--- src/sv/askp_pkg.sv ---
`timescale 1ns / 1ps
// ============================================================================
// askp_pkg
// Shared widths, codes and register indexes of the ADC scan ladder keypad.
// ============================================================================
package askp_pkg;

   // Converter and keypad sizing
   localparam int SAMPLE_BITS   = 10;
   localparam int BUTTON_COUNT  = 5;
   localparam int CODE_BITS     = 3;
   localparam int MUX_BITS      = 3;
   localparam int SLOT_COUNT    = 4;
   localparam int SLOT_BITS     = 2;
   localparam int BAND_BITS     = 2 * SAMPLE_BITS;
   localparam int MUX_REG_BITS  = MUX_BITS * SLOT_COUNT;
   localparam int CSR_DATA_BITS = (BAND_BITS > MUX_REG_BITS) ? BAND_BITS : MUX_REG_BITS;
   localparam int CSR_IDX_BITS  = 3;

   // Button codes
   localparam logic [CODE_BITS-1:0] CODE_NONE = CODE_BITS'(0);
   localparam logic [CODE_BITS-1:0] CODE_ONE  = CODE_BITS'(1);
   localparam logic [CODE_BITS-1:0] CODE_TWO  = CODE_BITS'(2);
   localparam logic [CODE_BITS-1:0] CODE_THREE = CODE_BITS'(3);
   localparam logic [CODE_BITS-1:0] CODE_FOUR = CODE_BITS'(4);
   localparam logic [CODE_BITS-1:0] CODE_OFF  = CODE_BITS'(5);

   // Reset value of the off threshold: all ones
   localparam logic [SAMPLE_BITS-1:0] OFF_LOW_RESET = {SAMPLE_BITS{1'b1}};

   // Scan slots
   typedef enum logic [SLOT_BITS-1:0] {
      SLOT_STEER  = 2'd0,
      SLOT_MOTOR  = 2'd1,
      SLOT_BRAKE  = 2'd2,
      SLOT_BUTTON = 2'd3
   } slot_type;

   // Configuration register indexes
   typedef enum logic [CSR_IDX_BITS-1:0] {
      REG_OFF_LOW    = 3'd0,
      REG_BAND_FOUR  = 3'd1,
      REG_BAND_THREE = 3'd2,
      REG_BAND_TWO   = 3'd3,
      REG_BAND_ONE   = 3'd4,
      REG_MUX_CODES  = 3'd5
   } csr_index_type;

endpackage

--- src/sv/adc_scan_ladder_keypad.sv ---
`timescale 1ns / 1ps
// ============================================================================
// adc_scan_ladder_keypad
// Round-robin ADC slot tracker with resistor-ladder keypad decode.
// ============================================================================
// A result is registered for the cycle after acceptance. Throughput: one
// request per cycle while no result stalls; decode is a handful of compares
// ahead of the single result register, and toggle state updates with it.
// Reset (synchronous): slot back to steer, no last button, toggles cleared,
// registers at their reset values, no result pending.
module adc_scan_ladder_keypad
   import askp_pkg::*;
(
   input  logic                     clock,
   input  logic                     reset,
   // request channel
   input  logic                     req_valid,
   output logic                     req_stall,
   input  logic [SAMPLE_BITS-1:0]   req_sample,
   // result channel
   output logic                     rsp_valid,
   input  logic                     rsp_stall,
   output logic [SLOT_BITS-1:0]     rsp_sampled_slot,
   output logic [SAMPLE_BITS-1:0]   rsp_sample_value,
   output logic [MUX_BITS-1:0]      rsp_next_mux,
   output logic                     rsp_button_event,
   output logic [CODE_BITS-1:0]     rsp_pressed_button,
   output logic                     rsp_toggle_state,
   output logic                     rsp_sleep_request,
   // configuration write channel
   input  logic                     csr_valid,
   output logic                     csr_ready,
   input  logic [CSR_IDX_BITS-1:0]  csr_index,
   input  logic [CSR_DATA_BITS-1:0] csr_wdata
);

   // Configuration registers
   logic [SAMPLE_BITS-1:0]  off_low_ff;
   logic [BAND_BITS-1:0]    band_ff [4];   // 0 four, 1 three, 2 two, 3 one
   logic [MUX_REG_BITS-1:0] mux_codes_ff;

   // Scan and keypad state
   slot_type                slot_ff, slot_in;
   logic [CODE_BITS-1:0]    last_button_ff, last_button_in;
   logic [BUTTON_COUNT-1:0] toggles_ff, toggles_in;

   // Result register
   logic                    rsp_valid_ff;
   logic [SLOT_BITS-1:0]    slot_out_ff, slot_out_in;
   logic [SAMPLE_BITS-1:0]  value_ff;
   logic [MUX_BITS-1:0]     next_mux_ff, next_mux_in;
   logic                    event_ff, event_in;
   logic [CODE_BITS-1:0]    pressed_ff, pressed_in;
   logic                    toggle_ff, toggle_in;
   logic                    sleep_ff, sleep_in;

   logic                    accept;
   logic [CODE_BITS-1:0]    code;
   logic [3:0]              band_hit;
   slot_type                next_slot;
   logic                    flip;

   // Handshakes
   assign req_stall = rsp_valid_ff & rsp_stall;
   assign accept    = req_valid & ~req_stall;
   assign csr_ready = 1'b1;

   // Inclusive window compares for the four bands
   always_comb begin
      for (int b = 0; b < 4; b++) begin
         band_hit[b] = (req_sample >= band_ff[b][SAMPLE_BITS-1:0]) &&
                       (req_sample <= band_ff[b][BAND_BITS-1:SAMPLE_BITS]);
      end
   end

   // Priority decode: off threshold, then four down to one
   always_comb begin
      if (req_sample > off_low_ff)  code = CODE_OFF;
      else if (band_hit[0])         code = CODE_FOUR;
      else if (band_hit[1])         code = CODE_THREE;
      else if (band_hit[2])         code = CODE_TWO;
      else if (band_hit[3])         code = CODE_ONE;
      else                          code = CODE_NONE;
   end

   // Next slot and its mux code
   assign next_slot = slot_type'(slot_ff + 2'd1);

   always_comb begin
      case (next_slot)
         SLOT_STEER:  next_mux_in = mux_codes_ff[0*MUX_BITS +: MUX_BITS];
         SLOT_MOTOR:  next_mux_in = mux_codes_ff[1*MUX_BITS +: MUX_BITS];
         SLOT_BRAKE:  next_mux_in = mux_codes_ff[2*MUX_BITS +: MUX_BITS];
         SLOT_BUTTON: next_mux_in = mux_codes_ff[3*MUX_BITS +: MUX_BITS];
         default:     next_mux_in = mux_codes_ff[0*MUX_BITS +: MUX_BITS];
      endcase
   end

   // Keypad tracking: new nonzero in-range code flips its toggle
   always_comb begin
      slot_in        = next_slot;
      slot_out_in    = slot_ff;
      last_button_in = last_button_ff;
      toggles_in     = toggles_ff;
      pressed_in     = CODE_NONE;
      event_in       = 1'b0;
      toggle_in      = 1'b0;
      sleep_in       = 1'b0;
      flip           = 1'b0;
      if (slot_ff == SLOT_BUTTON) begin
         pressed_in = code;
         if (code != last_button_ff) begin
            last_button_in = code;
            flip = (code != CODE_NONE) &&
                   ({1'b0, code} <= (CODE_BITS+1)'(BUTTON_COUNT));
         end
      end
      for (int i = 0; i < BUTTON_COUNT; i++) begin
         if (flip && (code == CODE_BITS'(i + 1))) begin
            toggles_in[i] = ~toggles_ff[i];
            toggle_in     = ~toggles_ff[i];
         end
      end
      event_in = flip;
      sleep_in = flip && (code == CODE_OFF) && toggle_in;
   end

   // Configuration writes
   always_ff @(posedge clock) begin
      if (reset) begin
         off_low_ff   <= OFF_LOW_RESET;
         band_ff[0]   <= '0;
         band_ff[1]   <= '0;
         band_ff[2]   <= '0;
         band_ff[3]   <= '0;
         mux_codes_ff <= '0;
      end else if (csr_valid && csr_ready) begin
         case (csr_index_type'(csr_index))
            REG_OFF_LOW:    off_low_ff   <= csr_wdata[SAMPLE_BITS-1:0];
            REG_BAND_FOUR:  band_ff[0]   <= csr_wdata[BAND_BITS-1:0];
            REG_BAND_THREE: band_ff[1]   <= csr_wdata[BAND_BITS-1:0];
            REG_BAND_TWO:   band_ff[2]   <= csr_wdata[BAND_BITS-1:0];
            REG_BAND_ONE:   band_ff[3]   <= csr_wdata[BAND_BITS-1:0];
            REG_MUX_CODES:  mux_codes_ff <= csr_wdata[MUX_REG_BITS-1:0];
            default: ;
         endcase
      end
   end

   // State and result valid
   always_ff @(posedge clock) begin
      if (reset) begin
         slot_ff        <= SLOT_STEER;
         last_button_ff <= CODE_NONE;
         toggles_ff     <= '0;
         rsp_valid_ff   <= 1'b0;
      end else begin
         if (accept) begin
            slot_ff        <= slot_in;
            last_button_ff <= last_button_in;
            toggles_ff     <= toggles_in;
            rsp_valid_ff   <= 1'b1;
         end else if (!rsp_stall) begin
            rsp_valid_ff   <= 1'b0;
         end
      end
   end

   // Result payload
   always_ff @(posedge clock) begin
      if (accept) begin
         slot_out_ff <= slot_out_in;
         value_ff    <= req_sample;
         next_mux_ff <= next_mux_in;
         event_ff    <= event_in;
         pressed_ff  <= pressed_in;
         toggle_ff   <= toggle_in;
         sleep_ff    <= sleep_in;
      end
   end

   assign rsp_valid          = rsp_valid_ff;
   assign rsp_sampled_slot   = slot_out_ff;
   assign rsp_sample_value   = value_ff;
   assign rsp_next_mux       = next_mux_ff;
   assign rsp_button_event   = event_ff;
   assign rsp_pressed_button = pressed_ff;
   assign rsp_toggle_state   = toggle_ff;
   assign rsp_sleep_request  = sleep_ff;

endmodule

--- config.mk ---
export PLATFORM = sky130hd
export DESIGN_NAME = adc_scan_ladder_keypad
export DESIGN_NICKNAME = d
export VERILOG_FILES = /design/src/sv/askp_pkg.sv /design/src/sv/adc_scan_ladder_keypad.sv
export SDC_FILE = /design/constraint.sdc
export NUM_CORES = 1
export LEC_CHECK = 0
export ABC_AREA = 1
export BUFFER_PORTS_ARGS = -buffer_cell sky130_fd_sc_hd__buf_4
export CORE_MARGIN = 2
export CORE_UTILIZATION = 40
export CTS_BUF_LIST = sky130_fd_sc_hd__clkbuf_2 sky130_fd_sc_hd__clkbuf_4 sky130_fd_sc_hd__clkbuf_8
export CTS_CLUSTER_DIAMETER = 40
export CTS_CLUSTER_SIZE = 14
export DETAILED_ROUTE_END_ITERATION = 16
export PLACE_DENSITY_LB_ADDON = 0.25
export SETUP_SLACK_MARGIN = 0.02
export SLEW_MARGIN = 20
export SYNTH_ARGS = -nofsm -noshare
export SYNTH_HDL_FRONTEND = slang
export SYNTH_SLANG_ARGS = --single-unit
--- constraint.sdc ---
create_clock -name clock -period 5.6 [get_ports clock]
set_clock_uncertainty 0.05 [all_clocks]
set_input_delay 0.56 -clock clock [delete_from_list [all_inputs] [get_ports clock]]
set_output_delay 0.56 -clock clock [all_outputs]
set_load 0.01 [all_outputs]
==> Word level (Yosys, flattened, before mapping) <==
Memories as Yosys holds them, arrays and structs flattened.
Index checks and enable logic that the tools add are counted.
{ "totals": {"register_bits": 54, "ramBits": 80, "output_inout_bits": 24, "wordCells": 116, "mem_count": 1} }
{ "classes": {"n_addsub": 1, "n_lt_le_gt_ge": 10, "n_eq_ne": 16, "muxes": 37, "n_bitwise": 12, "n_reduce_logical": 22} }
{ "memory_table": {"columns": ["memory", "depth", "word_bits", "read_ports", "rd_ports_with_merged_regs", "wr", "line_no", "text"], "rows": [
  ["band_ff", 4, 20, 4, 0, 4, "adc_scan_ladder_keypad.sv:39", "logic [BAND_BITS-1:0] band_ff [4];"]
]} }
{ "ops": {"columns": ["op", "count"], "rows": [
  ["two-way mux 20 bit", 4],
  [">= comparator 10 bit", 4],
  ["less-or-equal comparator 10 bit", 4],
  ["two-way mux 1 bit", 28],
  ["AND reduction 2 bit", 7],
  ["== test 3 x 2 -> 1 bit (second input constant)", 4],
  ["== test 3 bit (second input constant)", 4],
  ["one-hot mux 3 bit (4 select lines)", 1],
  ["logical AND 1 bit", 11],
  ["> comparator 10 bit", 1],
  ["== test 2 bit (second input constant)", 3],
  ["== test 3 x 1 -> 1 bit (second input constant)", 2],
  ["two-way mux 3 bit", 2],
  ["inverter 1 bit", 6],
  ["two-way mux 2 bit", 2],
  ["OR 1 bit", 4],
  ["less-or-equal comparator 3 bit (second input constant)", 1],
  ["logical NOT 3 bit", 1],
  ["!= test 3 bit", 1],
  ["AND reduction 3 bit", 1],
  ["nonzero test 3 bit", 1],
  ["adder 2 x 1 -> 2 bit (second input constant)", 1],
  ["bitwise AND 1 bit", 2],
  ["== test 2 x 1 -> 1 bit (second input constant)", 1],
  ["other kinds (2)", 2]
]} }

==> Longest topological paths before layout <==
An unclocked memory read counts as a cell.
{ "logic_depth": {"ltp_word": 19, "mapped_depth": 22, "mapped_depth_nobuf": 21} }

==> Least setup slack after synthesis <==
OpenSTA, ideal clock, no wires.
{ "synth_timing": {"path_kind": "input to register", "from": "input csr_valid", "to": "memory band_ff[1][0] (netlist bit) (enable)", "arrival_time_ps": 2415, "required_ps": 5122, "slack_ps": 2706, "cell_stages": 4, "path_cell_list": "inv_1 > nor2_1 > inv_1 > o31ai_1"} }
{ "synth_rtl": {"columns": ["item", "line_no", "text"], "rows": [
  ["start, declared", "adc_scan_ladder_keypad.sv:31", "input logic csr_valid,"],
  ["end, declared", "adc_scan_ladder_keypad.sv:39", null]
]} }

==> results.yml <==
outcome:
  outcome: "completed"
synth:
  synth-seq-cells: 134
  syn_area_um2: 7670
  ys_types: 31
  yosys.area.top_type: "edfxtp_1"
  synth_common_cells: "inv_1, nor2_1, nand2_1, edfxtp_1, ha_1"
  yosysTopAreaCellShare_pct: 39.5
  synth_edf_count: 101
  yosys_warnings: 0
  ys_seq_area_share_pct: 48.1
  syn_area_per_cell_um2: 8.96
  synth_ff_type: "edfxtp_1"
  syn_inst: 856
  synth_fp_nets: 989
  synth.area.top_cells: "edfxtp_1, ha_1, dfxtp_1"
  synthArstFlopShare_pct: 0
  yosysMostFrequentCell: "inv_1"
cells_and_area:
  num-nets-final: 1055
  syn_to_final_growth_pct: 14.9
  fill_cells: 1815
  fin_util_pct: 47.0
  final_area_um2: 8820
  drive_above_1_share_pct: 14.2
  diodes: 0
clock_network:
  hold_buffers: 0
  cts_max_path_buffers: 2
  cts_buffers: 17
  clkTransAtPathRegs_ns: 0.08
  clock_latency_ns: 0.47
  cts_root_buf: "clkbuf_8"
  tritoncts: "built"
  h-tree-depth: 4
  cts.sinks: 134
  cts_resized: 0
  postCtsSetupRepairBufs: 0
floorplanning:
  dieWidth_um: 142
  die-area_um2: 20300
  die_h_um: 142
  ios: 62
  coreArea_um2: 18800
  initial_core_util_pct: 40.9
  rows: 50
sta:
  max_freq_mhz: 390
  fin_ws_ns: 3.04
  relSlewSlack_pct: 30.1
  finalCriticalPeriod_ns: 2.56
  period_share_pct: 45.8
  slew_violations: 0
  hold_viol_final: 0
  max_slew.worst_pin.slew_ns: 1.04
  tns_ns: 0
  rsz0062_at_grt: "no"
  setup_viol: 0
hold_path:
  holdCritStartpoint: "req_sample[0]"
  whs_endpoint: "rsp_sample_value[0]$_DFFE_PP_"
  whs_path_depth: 1
  hold_class: "in -> reg"
worst_setup_path:
  crit_type: "reg -> reg"
  cp-end-kind: "register"
  reg2reg_from: "band_ff[0][15]$_SDFFCE_PN0P_"
  critical_path_required_ns: 5.77
  r2r-end: "rsp_toggle_state$_DFFE_PP_"
  r2r_cells: 17
  rrSetupSlack_ns: 3.04
  startpoint_type: "register"
  arrival_ns: 2.74
  critPathMaxFanout: 8
detailed_routing:
  vias_per_cell: 4.86
  wire_per_inst_um: 15.5
  drc: 0
  drt-pass1-iter-count: 5
  ant_nets: 0
  wirelength_mm: 18.1
  initialDrtViolationCount: 308
  vias: 5678
power:
  leakage_uw: 0.00438
  ir_worst_vdd_uv: 159
  power_density_nw_per_um2: 266
place:
  gp_congestion: 0.775
  hpwl_mm: 13.2
  placedInstanceArea_um2: 8410
  dpl_worst_slack_ns: 2.63
  io_buffers: 60
grt:
  grt-ovfl-total: 0
  grt_max_degree: 36
  grt_pass1_vias: 5366
  track_usage_pct: 19.1
  grt_first_pass_wirelength_mm: 28.9
  antenna_found_initial: 0
run:
  cap_violations: 0
-- worst max-delay path, stage by stage, from the launching register on --
cell and delay (ns):
edfxtp_1 0.34, inv_1 0.04, ha_1 0.29, nand2_1 0.08
nor2_1 0.28, nand3_1 0.12, nand3_1 0.09, nand2_1 0.09
nand2_1 0.10, nand2_2 0.07, inv_2 0.10, nand3_2 0.10
nor2_1 0.19, nor2_4 0.10, nand2_1 0.10, nor2_1 0.04
nand2_1 0.07, nand3_1 0.08
-- how the worst max path moves through the flow --
stage                                  from                              to  slack, ns  cells after the start
6_report       band_ff[0][15]$_SDFFCE_PN0P_      rsp_toggle_state$_DFFE_PP_       3.04                     17
5_1_grt        band_ff[0][15]$_SDFFCE_PN0P_  last_button_ff[0]$_SDFFE_PP0P_       2.82                     17
4_1_cts        band_ff[0][15]$_SDFFCE_PN0P_      rsp_toggle_state$_DFFE_PP_       3.04                     17
3_5_place_dp                  req_sample[0]      rsp_toggle_state$_DFFE_PP_       2.63                     17
3_3_place_gp                  req_sample[5]      rsp_toggle_state$_DFFE_PP_       2.67                     17
2_1_floorplan                     csr_valid     band_ff[1][0]$_SDFFCE_PN0P_       2.71                      4
-- per-layer routing --
layer | GRT usage, % | wire (um) | part of all wire [%]
met1 | 26.6 | 9130 | 50
met2 | 30.1 | 8180 | 45
met3 | 3.60 | 546 | 3.0
met4 | 6.10 | 254 | 1.4
met5 | 0 | 0 | 0
-- through the flow --
stage	cells	hold WS (ns)	total power (uW)
4_1_cts	1169	0.202	2360
6_report	1169	0.233	2340
3_3_place_gp	1136	0.403	1540
2_1_floorplan	856	0.383	1420
3_5_place_dp	1137	0.409	1550
5_1_grt	1169	0.205	2460
-- registers in the layout (all words and copies together), names as in the netlist --
signal              flops
band_ff                80
mux_codes_ff           12
off_low_ff             10
rsp_sample_value       10
toggles_ff              5
last_button_ff          3
rsp_next_mux            3
rsp_pressed_button      3
rsp_sampled_slot        2
slot_ff                 2
rsp_button_event        1
rsp_sleep_request       1
rsp_toggle_state        1
rsp_valid               1
-- cells by family after synthesis --
logic type,share of synthesized area (%)
DFF,48.1
adders and majority gates,15.5
other,0.0489
buffers and inverters,9.85
AOI/OAI and AO/OA,7.26
and+or+nand+nor,19.2
-- where the power goes --
part | internal [uW] | leakage, uW | switching [uW]
clock network | 422 | 0.000207 | 392
logic | 135 | 0.00293 | 251
registers | 1120 | 0.00125 | 18.4
total | 1680 | 0.00438 | 661
-- cells in the final DEF (no fill, tap or decap), drive strengths merged --
cell type,n
clkbuf,20
clkinvlp,1
o21ai,22
a21oi,39
nand3b,1
nand3,29
edfxtp,101
nand2,146
a22o,3
clkinv,7
o211ai,11
nor3,1
nor2,141
ha,95
conb,1
a21o,7
o21bai,8
buf,65
inv,181
a21boi,1
o31ai,2
dfxtp,33
bufinv,2
nand4,18
-- final cells by class --
cell class	count	area, um^2	area share (%)
clock inverters	12	126	1.43
inverters	179	672	7.62
multi-input cells	525	3270	37.1
well taps	234	293	3.32
flip-flops and latches	134	3690	41.9
clock buffers	20	269	3.05
repair buffers	65	495	5.62
(Power assumes the default switching activity.)
